==> src/rtl/rmf_pkg.sv <==
package rmf_pkg;

	// channel layout
	localparam int CHANNELS = 4;
	localparam int CH_W = 2;

	// field widths
	localparam int SAMPLE_W = 32;
	localparam int WIN_W = 16;
	localparam int TDATA_W = 40;
	localparam int PAD_W = TDATA_W - CH_W - SAMPLE_W;

	// divider: magnitude of a 33-bit difference, one quotient bit per cycle
	localparam int DIV_W = SAMPLE_W + 1;
	localparam int STEP_W = $clog2(DIV_W + 1);

	localparam logic [WIN_W-1:0] WIN_RESET = WIN_W'(16);

	typedef enum logic [2:0] {
		ST_IDLE = 3'b001,
		ST_DIV  = 3'b010,
		ST_DONE = 3'b100
	} rmf_state_t;

	typedef struct packed {
		logic busy;
		logic done;
	} div_stat_t;

endpackage

==> src/rtl/rmf_div.sv <==
// restoring bit-serial divider, unsigned magnitude by unsigned divisor
module rmf_div
	import rmf_pkg::*;
(
	input  logic                  clk,
	input  logic                  arst_n,
	input  logic                  start,
	input  logic [DIV_W-1:0]      dividend,
	input  logic [WIN_W-1:0]      divisor,
	output logic [DIV_W-1:0]      quotient,
	output div_stat_t             stat
);

	logic              busy_q;
	logic [STEP_W-1:0] step_q;
	logic [WIN_W-1:0]  rem_q;
	logic [WIN_W-1:0]  dvs_q;
	logic [DIV_W-1:0]  quo_q;

	logic [WIN_W:0] trial;
	logic           fits;

	assign trial = {rem_q, quo_q[DIV_W-1]};
	assign fits  = trial >= {1'b0, dvs_q};

	always_ff @(posedge clk or negedge arst_n) begin
		if (!arst_n) begin
			busy_q <= 1'b0;
			step_q <= '0;
		end else if (start) begin
			busy_q <= 1'b1;
			step_q <= '0;
		end else if (busy_q) begin
			step_q <= step_q + STEP_W'(1);
			if (step_q == STEP_W'(DIV_W - 1)) begin
				busy_q <= 1'b0;
			end
		end
	end

	// remainder stays below the divisor, so 16 bits hold it
	always_ff @(posedge clk) begin
		if (start) begin
			rem_q <= '0;
			dvs_q <= divisor;
			quo_q <= dividend;
		end else if (busy_q) begin
			if (fits) begin
				rem_q <= WIN_W'(trial - {1'b0, dvs_q});
			end else begin
				rem_q <= trial[WIN_W-1:0];
			end
			quo_q <= {quo_q[DIV_W-2:0], fits};
		end
	end

	assign quotient  = quo_q;
	assign stat.busy = busy_q;
	assign stat.done = busy_q && (step_q == STEP_W'(DIV_W - 1));

endmodule

==> src/rtl/recursive_mean_filter.sv <==
// recursive mean filter: keeps a running mean per channel and a shared vector
// count n that saturates at window_length (0 is taken as 1). each input word is
// one signed Q15.16 sample for one channel, tlast marks the end of a vector and
// advances n. the new mean is prev + (sample - prev) / min(n, window), the
// quotient truncated toward zero; while n is 0 the mean is held, so the first
// vector only primes the counter. every input word gives exactly one output
// word carrying the channel, the updated mean and tlast. an item is accepted, then
// the bit-serial divider finds one quotient bit per cycle over the 33-bit
// difference, then the mean is formed and handed to the output register; during
// warm-up the divider is skipped, and the next word waits until the item is
// through. the output register lets a finished word wait while the next input
// is accepted. write window_length only while the block is idle.
module recursive_mean_filter
	import rmf_pkg::*;
(
	input  logic               clk,
	input  logic               arst_n,
	// configuration
	input  logic               window_length_we,
	input  logic [WIN_W-1:0]   window_length,
	// input stream
	input  logic               s_tvalid,
	output logic               s_tready,
	input  logic [TDATA_W-1:0] s_tdata,   // channel[1:0], sample[33:2], zero pad
	input  logic               s_tlast,   // end_of_vector
	// output stream
	output logic               m_tvalid,
	input  logic               m_tready,
	output logic [TDATA_W-1:0] m_tdata,   // out_channel[1:0], mean_value[33:2], zero pad
	output logic               m_tlast    // out_last
);

	rmf_state_t state_q;

	logic [SAMPLE_W-1:0] mean_q [CHANNELS];
	logic [WIN_W-1:0]    count_q;
	logic [WIN_W-1:0]    win_q;

	// item context held while the divider runs
	logic [CH_W-1:0]     ch_q;
	logic                last_q;
	logic                neg_q;
	logic                skip_q;
	logic                chok_q;

	logic                m_valid_q;
	logic [CH_W-1:0]     m_ch_q;
	logic [SAMPLE_W-1:0] m_mean_q;
	logic                m_last_q;

	// input unpacking
	logic [CH_W-1:0]     in_ch;
	logic [SAMPLE_W-1:0] in_sample;
	logic                in_ok;
	logic                accept;

	// divisor and difference
	logic [WIN_W-1:0]    win_eff;
	logic [WIN_W-1:0]    divisor;
	logic [SAMPLE_W-1:0] prev_in;
	logic [DIV_W-1:0]    diff;
	logic [DIV_W-1:0]    mag;

	// final update
	logic [DIV_W-1:0]    quo;
	logic [SAMPLE_W-1:0] prev_cur;
	logic [SAMPLE_W-1:0] step;
	logic [SAMPLE_W-1:0] new_mean;
	logic                out_free;

	div_stat_t           div_stat;

	assign in_ch     = s_tdata[CH_W-1:0];
	assign in_sample = s_tdata[CH_W+SAMPLE_W-1:CH_W];
	assign in_ok     = int'(in_ch) < CHANNELS;

	assign s_tready = (state_q == ST_IDLE);
	assign accept   = s_tvalid && s_tready;

	assign win_eff = (win_q == '0) ? WIN_W'(1) : win_q;
	assign divisor = (count_q < win_eff) ? count_q : win_eff;

	// 33-bit difference and its magnitude; -2^32 maps to 2^32 unsigned
	assign prev_in = mean_q[in_ch];
	assign diff    = {in_sample[SAMPLE_W-1], in_sample} - {prev_in[SAMPLE_W-1], prev_in};
	assign mag     = diff[DIV_W-1] ? (~diff + DIV_W'(1)) : diff;

	rmf_div u_div (
		.clk      (clk),
		.arst_n   (arst_n),
		.start    (accept && in_ok && (count_q != '0)),
		.dividend (mag),
		.divisor  (divisor),
		.quotient (quo),
		.stat     (div_stat)
	);

	// truncated quotient back to a signed step; the new mean stays between
	// prev and sample, so 32 bits are enough
	assign prev_cur = mean_q[ch_q];
	assign step     = skip_q ? '0 :
	                  (neg_q ? (~quo[SAMPLE_W-1:0] + SAMPLE_W'(1)) : quo[SAMPLE_W-1:0]);
	assign new_mean = prev_cur + step;
	assign out_free = !m_valid_q || m_tready;

	// control
	always_ff @(posedge clk or negedge arst_n) begin
		if (!arst_n) begin
			state_q   <= ST_IDLE;
			count_q   <= '0;
			win_q     <= WIN_RESET;
			m_valid_q <= 1'b0;
			for (int i = 0; i < CHANNELS; i++) begin
				mean_q[i] <= '0;
			end
		end else begin
			if (window_length_we) begin
				win_q <= window_length;
			end
			// a new word loads as the old one leaves
			if ((state_q == ST_DONE) && out_free) begin
				m_valid_q <= 1'b1;
			end else if (m_valid_q && m_tready) begin
				m_valid_q <= 1'b0;
			end
			unique case (state_q)
				ST_IDLE: begin
					if (accept) begin
						// counter moves at accept, the divisor is already taken
						if (s_tlast && (count_q < win_eff)) begin
							count_q <= count_q + WIN_W'(1);
						end
						if (in_ok && (count_q != '0)) begin
							state_q <= ST_DIV;
						end else begin
							state_q <= ST_DONE;
						end
					end
				end
				ST_DIV: begin
					if (div_stat.done) begin
						state_q <= ST_DONE;
					end
				end
				ST_DONE: begin
					if (out_free) begin
						if (chok_q) begin
							mean_q[ch_q] <= new_mean;
						end
						state_q <= ST_IDLE;
					end
				end
				default: begin
					state_q <= ST_IDLE;
				end
			endcase
		end
	end

	// item context and output payload
	always_ff @(posedge clk) begin
		if (accept) begin
			ch_q   <= in_ch;
			last_q <= s_tlast;
			neg_q  <= diff[DIV_W-1];
			skip_q <= !in_ok || (count_q == '0);
			chok_q <= in_ok;
		end
		if ((state_q == ST_DONE) && out_free) begin
			m_ch_q   <= ch_q;
			m_mean_q <= chok_q ? new_mean : '0;
			m_last_q <= last_q;
		end
	end

	assign m_tvalid = m_valid_q;
	assign m_tdata  = {{PAD_W{1'b0}}, m_mean_q, m_ch_q};
	assign m_tlast  = m_last_q;

	// divider only finishes while the sequencer waits on it
	a_div_done_in_div: assert property (@(posedge clk) disable iff (!arst_n)
		div_stat.done |-> (state_q == ST_DIV))
		else $error("divider finished outside the divide state");

	// no new word is taken while the divider still runs
	a_no_accept_busy: assert property (@(posedge clk) disable iff (!arst_n)
		accept |-> !div_stat.busy)
		else $error("input accepted while divider busy");

	// vector count only ever steps up by one
	a_count_step: assert property (@(posedge clk) disable iff (!arst_n)
		(count_q != $past(count_q)) |-> (count_q == $past(count_q) + WIN_W'(1)))
		else $error("vector count moved by more than one");

	// a result is loaded only on the way out of the done state
	a_load_from_done: assert property (@(posedge clk) disable iff (!arst_n)
		$rose(m_tvalid) |-> ($past(state_q) == ST_DONE))
		else $error("output loaded outside the done state");

endmodule
==> config.mk <==
export PLATFORM = sky130hd
export DESIGN_NAME = recursive_mean_filter
export DESIGN_NICKNAME = d
export VERILOG_FILES = /design/src/rtl/rmf_pkg.sv /design/src/rtl/rmf_div.sv /design/src/rtl/recursive_mean_filter.sv
export SDC_FILE = /design/constraint.sdc
export NUM_CORES = 1
export LEC_CHECK = 0
export ABC_AREA = 1
export BUFFER_PORTS_ARGS = -buffer_cell sky130_fd_sc_hd__buf_2
export CORE_UTILIZATION = 45
export DETAILED_ROUTE_END_ITERATION = 10
export GPL_ROUTABILITY_DRIVEN = 0
export PLACE_DENSITY = 0.68
export SETUP_SLACK_MARGIN = 0.02
export SYNTH_ARGS = -nofsm -noshare
export SYNTH_HDL_FRONTEND = slang
export SYNTH_SLANG_ARGS = --single-unit
==> constraint.sdc <==
create_clock -name clk -period 11.3 [get_ports clk]
set_clock_uncertainty 0.05 [all_clocks]
set_input_delay 2.26 -clock clk [delete_from_list [all_inputs] [get_ports clk]]
set_output_delay 2.26 -clock clk [all_outputs]
set_load 0.005 [all_outputs]
## After elaboration in Yosys (flattened, before gate mapping)

Cells that the tools add are included.

- Bits in latches: 0
- Input bits: 62
- Memory bits (writable): 0
- Register bits after elaboration: 276
- Output and inout bits: 43
- Bits in read-only memories: 0
- Memories: 0
- Logic and storage cells: 89

- $mul: 0
- Multiplexer cells: 29
- Magnitude comparators: 5
- Bitwise operators: 4
- $add $sub $neg: 7
- Shift-type cells: 0
- Div/mod/pow operators: 0
- Eq/ne operators: 7
- Reductions and logical operators: 17

Operators by type and width:

| kind | count |
|---|---|
| 2-to-1 mux 32 bit | 7 |
| binary-select mux 32 bit (select 2 bit) | 2 |
| bitwise mux 128 bit | 1 |
| 2-to-1 mux 33 bit | 3 |
| demux 32 bit (select 2 bit) | 1 |
| 2-to-1 mux 16 bit | 3 |
| adder 33 x 1 -> 33 bit (second input constant) | 1 |
| inverter 33 bit | 1 |
| subtractor 32 x 32 -> 33 bit | 1 |
| adder 32 x 1 -> 32 bit (second input constant) | 1 |
| adder 32 bit | 1 |
| logical NOT 16 bit | 2 |
| inverter 32 bit | 1 |
| greater-or-equal comparator 17 x 16 -> 1 bit | 1 |
| adder 16 x 1 -> 16 bit (second input constant) | 1 |
| less-than comparator 16 bit | 1 |
| nonzero test 16 bit | 1 |
| subtractor 16 bit | 1 |
| 2-to-1 mux 3 bit | 4 |
| 2-to-1 mux 6 bit | 2 |
| one-hot mux 3 bit (3 select lines) | 1 |
| logical AND 1 bit | 7 |
| adder 6 x 1 -> 6 bit (second input constant) | 1 |
| == test 6 bit (second input constant) | 1 |
| other kinds (14) | 23 |

## Longest topological paths before layout

- Word-level depth: 9
- Mapped depth: 26

## Modules after synthesis

Synthesis repeated with hierarchy kept, for this count alone.

- Cell total of the unflattened synthesis: 2939
- Area total of the unflattened synthesis: 20357.0 um^2

Modules (own cells, without submodules):

| module | area an instance (um^2) | times used | seq. area each (um^2) | cells each |
|---|---|---|---|---|
| recursive_mean_filter | 16214.3 | 1 | 5307.6 | 2415 |
| rmf_div | 4142.7 | 1 | 1966.9 | 524 |

## Worst setup path after synthesis

No wires, ideal clock.

- Path type: input -> register
- Start point: input port s_tdata[0]
- End point: register u_div.quo_q[30] (netlist: u_div.quotient[30]), data pin
- Arrival: 5.110 ns
- Path slack: 5.881 ns
- Cell stages on the path: 20
- Setup time: 0.259 ns
- Path through: clkbuf_1 -> clkbuf_1 -> clkbuf_1 -> o21ai_0 -> o22ai_1 -> ha_1 -> fa_1 -> ha_1 -> a21boi_0 -> nand3_1 -> nor2_1 -> nand2_1 -> nor2_4 -> nand4_4 -> nor2_4 -> nand2_2 -> nand2_2 -> nand2_1 -> nand2_1 -> nand3_1

- Word-level cells in the longest chain between the ends: 9

RTL lines:

| what | line | source |
|---|---|---|
| start, declared | recursive_mean_filter.sv:24 | `input logic [TDATA_W-1:0] s_tdata,` |
| inverter 2 -> 3 bit (not written as such) * | recursive_mean_filter.sv:84 | `assign prev_in = mean_q[in_ch];` |
| binary-select mux 32 bit (select 2 bit) * | recursive_mean_filter.sv:84 |  |
| 2-to-1 mux 32 bit (not written as such) * (2 in series) | recursive_mean_filter.sv:84 |  |
| subtractor 32 x 32 -> 33 bit * | recursive_mean_filter.sv:85 | `assign diff = {in_sample[SAMPLE_W-1], in_sample} - {prev_in[SAMPLE_W-1], prev_in};` |
| inverter 33 bit | recursive_mean_filter.sv:86 | `assign mag = diff[DIV_W-1] ? (~diff + DIV_W'(1)) : diff;` |
| adder 33 x 1 -> 33 bit | recursive_mean_filter.sv:86 |  |
| 2-to-1 mux 33 bit * | recursive_mean_filter.sv:86 |  |
| 2-to-1 mux 33 bit * | rmf_div.sv:43 | `if (start) begin` |
| end signal, assigned | rmf_div.sv:46 | `quo_q <= dividend;` |
| end signal, assigned | rmf_div.sv:53 | `quo_q <= {quo_q[DIV_W-2:0], fits};` |
| end, declared | rmf_div.sv:18 | `logic [DIV_W-1:0] quo_q;` |

Every way passes the cells marked *; elsewhere a longest branch is shown, timed or not. The select of a mux whose other input is x is not followed.
A chain may end at the register's enable or synchronous reset.

## Worst setup path in the final report

- Start point: input port s_tdata[0]
- End point: register u_div.quo_q[27] (netlist: u_div.quotient[27]), data pin

The elaborated chain is that of the path after synthesis.

==> flow_summary.json <==
{
  "vdd.ir_drop.worst_v": 0.000119,
  "synth-edff-count": 89,
  "fmax_mhz": 156,
  "track_usage_pct": 26.5,
  "p_sw_share_pct": 48.3,
  "syn_to_final_growth_pct": 11.2,
  "holdWs_ps": 378,
  "leakagePower_nw": 11.0,
  "dr.pass1.iters": 7,
  "grt_pass1_vias": 18439,
  "worstReg2RegEnd": "m_mean_q[20]",
  "hold_class": "flip-flop to flip-flop",
  "crit_path_end_kind": "flip-flop",
  "core_area_sq_um": 43500,
  "clk_pin_slew_ps": 60,
  "io_buffers": 92,
  "yosys.area_share.simple_pct": 28.0,
  "synth-compound-area-share_pct": 15.9,
  "vias": 19445,
  "n_antenna_cell": 0,
  "seq_area_frac_synth_pct": 36.3,
  "ctsHoldBuffers": 0,
  "crit_arrival_ps": 6640,
  "syn_avg_cell_area_sq_um": 6.96,
  "maxSlewHeadroom_pct": 22.7,
  "cts_setup_buffers": 0,
  "grt-ovfl-total": 0,
  "power.switching_mw": 3.32,
  "intPower_mw": 3.56,
  "rsz0062_at_grt": "false",
  "wl_per_cell_um": 16.5,
  "fp.dieH_um": 213,
  "tritoncts": "yes",
  "wl_mm": 58.6,
  "ys_seq_elements": 276,
  "timing.final.crit_share_pct": 56.6,
  "reg2reg_from": "ch_q[1]",
  "seqPwrFrac_pct": 26.4,
  "startpoint": "s_tdata[0]",
  "num-fill-cells": 4266,
  "synth_flop_cell": "dfrtp_1",
  "crit_required_ps": 11540,
  "power_density_nw_per_um2": 309,
  "status": "completed",
  "nets": 3105,
  "drv_cap": 0,
  "clock-root-buffer": "clkbuf_16",
  "regToRegSetupSlack_ps": 5710,
  "async_reset_ff_share_pct": 62.0,
  "final_max_slew_viol_count": 0,
  "clock_path_buffers": 3,
  "viasPerCell": 5.48,
  "drc": 0,
  "power.share.clock_pct": 17.7,
  "die_area_sq_um": 45400,
  "drive_above_1_share_pct": 7.49,
  "min-delay-start": "last_q",
  "antenna_found_initial": 2,
  "hpwl_mm": 43.4,
  "synth_xor_area_share_pct": 3.23,
  "drt_iter0_drc": 1841,
  "grt_start_max_net_pins": 101,
  "critical_path.startpoint_type": "input port",
  "worstSetupPathType": "input port to flip-flop",
  "synthMuxAreaShare_pct": 0,
  "finalHoldViolCount": 0,
  "crit_path_end": "u_div.quotient[27]",
  "crit_fanout": 78,
  "rows": 76,
  "clkLatencyLatePin_ps": 540,
  "synthCells": 2878,
  "synth_fa_ha_area_share_pct": 6.67,
  "tns_ps": 0,
  "yosysWarnings": 0,
  "final_core_util_pct": 51.2,
  "grt_pass1_wl_mm": 94.6,
  "cts_sinks": 276,
  "ios": 105,
  "finalSetupViolCount": 0,
  "synth_top_family_by_area": "simple AND/OR/NAND/NOR gates",
  "layout_min_cycle_time_ps": 6400,
  "synth_area_sq_um": 20000,
  "p_comb_share_pct": 55.9,
  "die_w_um": 213,
  "cts_made_buffers": 35,
  "ant_nets": 0,
  "reg2reg_depth": 18,
  "cts_resized": 0,
  "cts.htree.levels": 2,
  "synth.distinct_cells": 58,
  "start_util_pct": 46.1,
  "tightest_slew_ps": 1150
}
-- worst min path at each step --
stage,slack [ps],cells past startpoint,to
floorplan,350,0,m_tlast
global placement,350,0,m_tlast
CTS,380,0,m_tlast
finish,380,0,m_tlast
global route,390,0,m_tlast
detailed placement,370,0,m_tlast
-- cell type report --
cell class	count	area [sq um]	area share (%)
clock buffer	49	1040	4.69
clock inverter	13	224	1.01
inverter	416	1560	7.01
multi-input combinational	2101	10800	48.7
sequential	276	7270	32.7
tap	585	732	3.29
timing repair buffer	108	589	2.65
-- through the flow --
step / power [mW] / instances / area [sq um] / setup WS [ps]
global route: 7.47 / 3548 / 22300 / 4550
global placement: 5.46 / 3486 / 21000 / 4590
finish: 6.87 / 3548 / 22300 / 4900
CTS: 6.83 / 3548 / 22300 / 5050
detailed placement: 5.58 / 3486 / 21000 / 4510
floorplan: 4.54 / 2883 / 20100 / 5880
-- power groups by stage --
stage                     logic, mW  clock network, mW  registers, mW
after CTS                      3.79               1.24           1.81
after detailed placement       3.76                  0           1.82
final                          3.84               1.22           1.81
after global placement         3.66                  0           1.80
after global routing           4.33               1.28           1.86
after floorplan                2.78                  0           1.76
-- critical path, stage by stage --
cell	delay, ps
buf_4	340
buf_4	650
o21ai_0	240
a21oi_1	530
ha_1	410
nand2_1	150
inv_1	80
a21oi_1	180
nand2_1	140
nand2_1	140
nand2_1	140
nand4_1	150
nand2_1	70
nand2_1	100
nand2_4	140
inv_2	420
o21ai_2	170
nand2_1	90
nand2_1	50
nand3_1	80
nand2_1	60
-- cells in the final DEF, fill, tap and decap left out, types with 5 or more instances in the layout --
cell type / n
nor3_1: 34
xor2_1: 53
a31oi_1: 7
nor4_1: 10
clkbuf_16: 40
dfrtp_1: 169
conb_1: 6
o221ai_1: 7
o22ai_1: 30
edfxtp_1: 89
a32o_1: 5
o21ai_0: 266
nor2_1: 172
dfxtp_1: 16
o21ai_1: 15
o21a_1: 5
a21oi_1: 161
and2_1: 8
a21o_1: 12
nor2_2: 12
clkbuf_1: 8
inv_2: 5
xnor2_1: 19
o211ai_1: 7
nand2_2: 16
buf_4: 17
a221oi_1: 22
a21boi_0: 5
nand2_1: 879
a22oi_1: 8
nand4_1: 48
inv_1: 407
bufinv_16: 6
nor2_4: 6
ha_1: 102
buf_2: 90
nand3_1: 147
-- cells by family after synthesis --
group           count (synthesis)
compound gates                569
xor+xnor                       73
fa+ha+maj                     105
buf+inv                       506
flops                         276
other cells                     1
simple gates                 1348
-- registers in the layout, indices dropped and copies added, names as in the netlist --
name            flops
m_tlast             1
u_div.step_q        6
mean_q            128
m_tvalid            1
u_div.quotient     33
neg_q               1
last_q              1
win_q              16
m_mean_q           32
skip_q              1
state_q             3
count_q            16
u_div.rem_q        16
u_div.busy_q        1
m_ch_q              2
u_div.dvs_q        16
ch_q                2
-- routing by layer --
metal	part of all wire [%]	GRT usage [%]	vias to the layer above	wire (um)
li1	-	-	9534	-
met1	45	37.0	8997	26100
met2	45	42.4	774	26200
met3	7.9	3.41	138	4610
met4	2.7	8.24	2	1590
met5	0.022	0	-	13
-- synthesized netlist by cell type (16+ instances only) --
cell	count	share of area [%]
xor2_1	53	2.3
xnor2_1	19	0.83
nand4_1	48	1.5
dfrtp_1	169	21
a21oi_1	161	4.0
a221oi_1	22	0.96
o21ai_0	266	6.6
inv_1	407	7.6
dfxtp_1	16	1.6
nand2_2	16	0.50
nand2_1	879	16
o22ai_1	30	0.94
nand3_1	147	3.7
ha_1	102	6.4
edfxtp_1	89	13
nor3_1	34	0.85
clkbuf_1	64	1.2
nor2_1	179	3.4
Power figures use the tool's default switching activity.
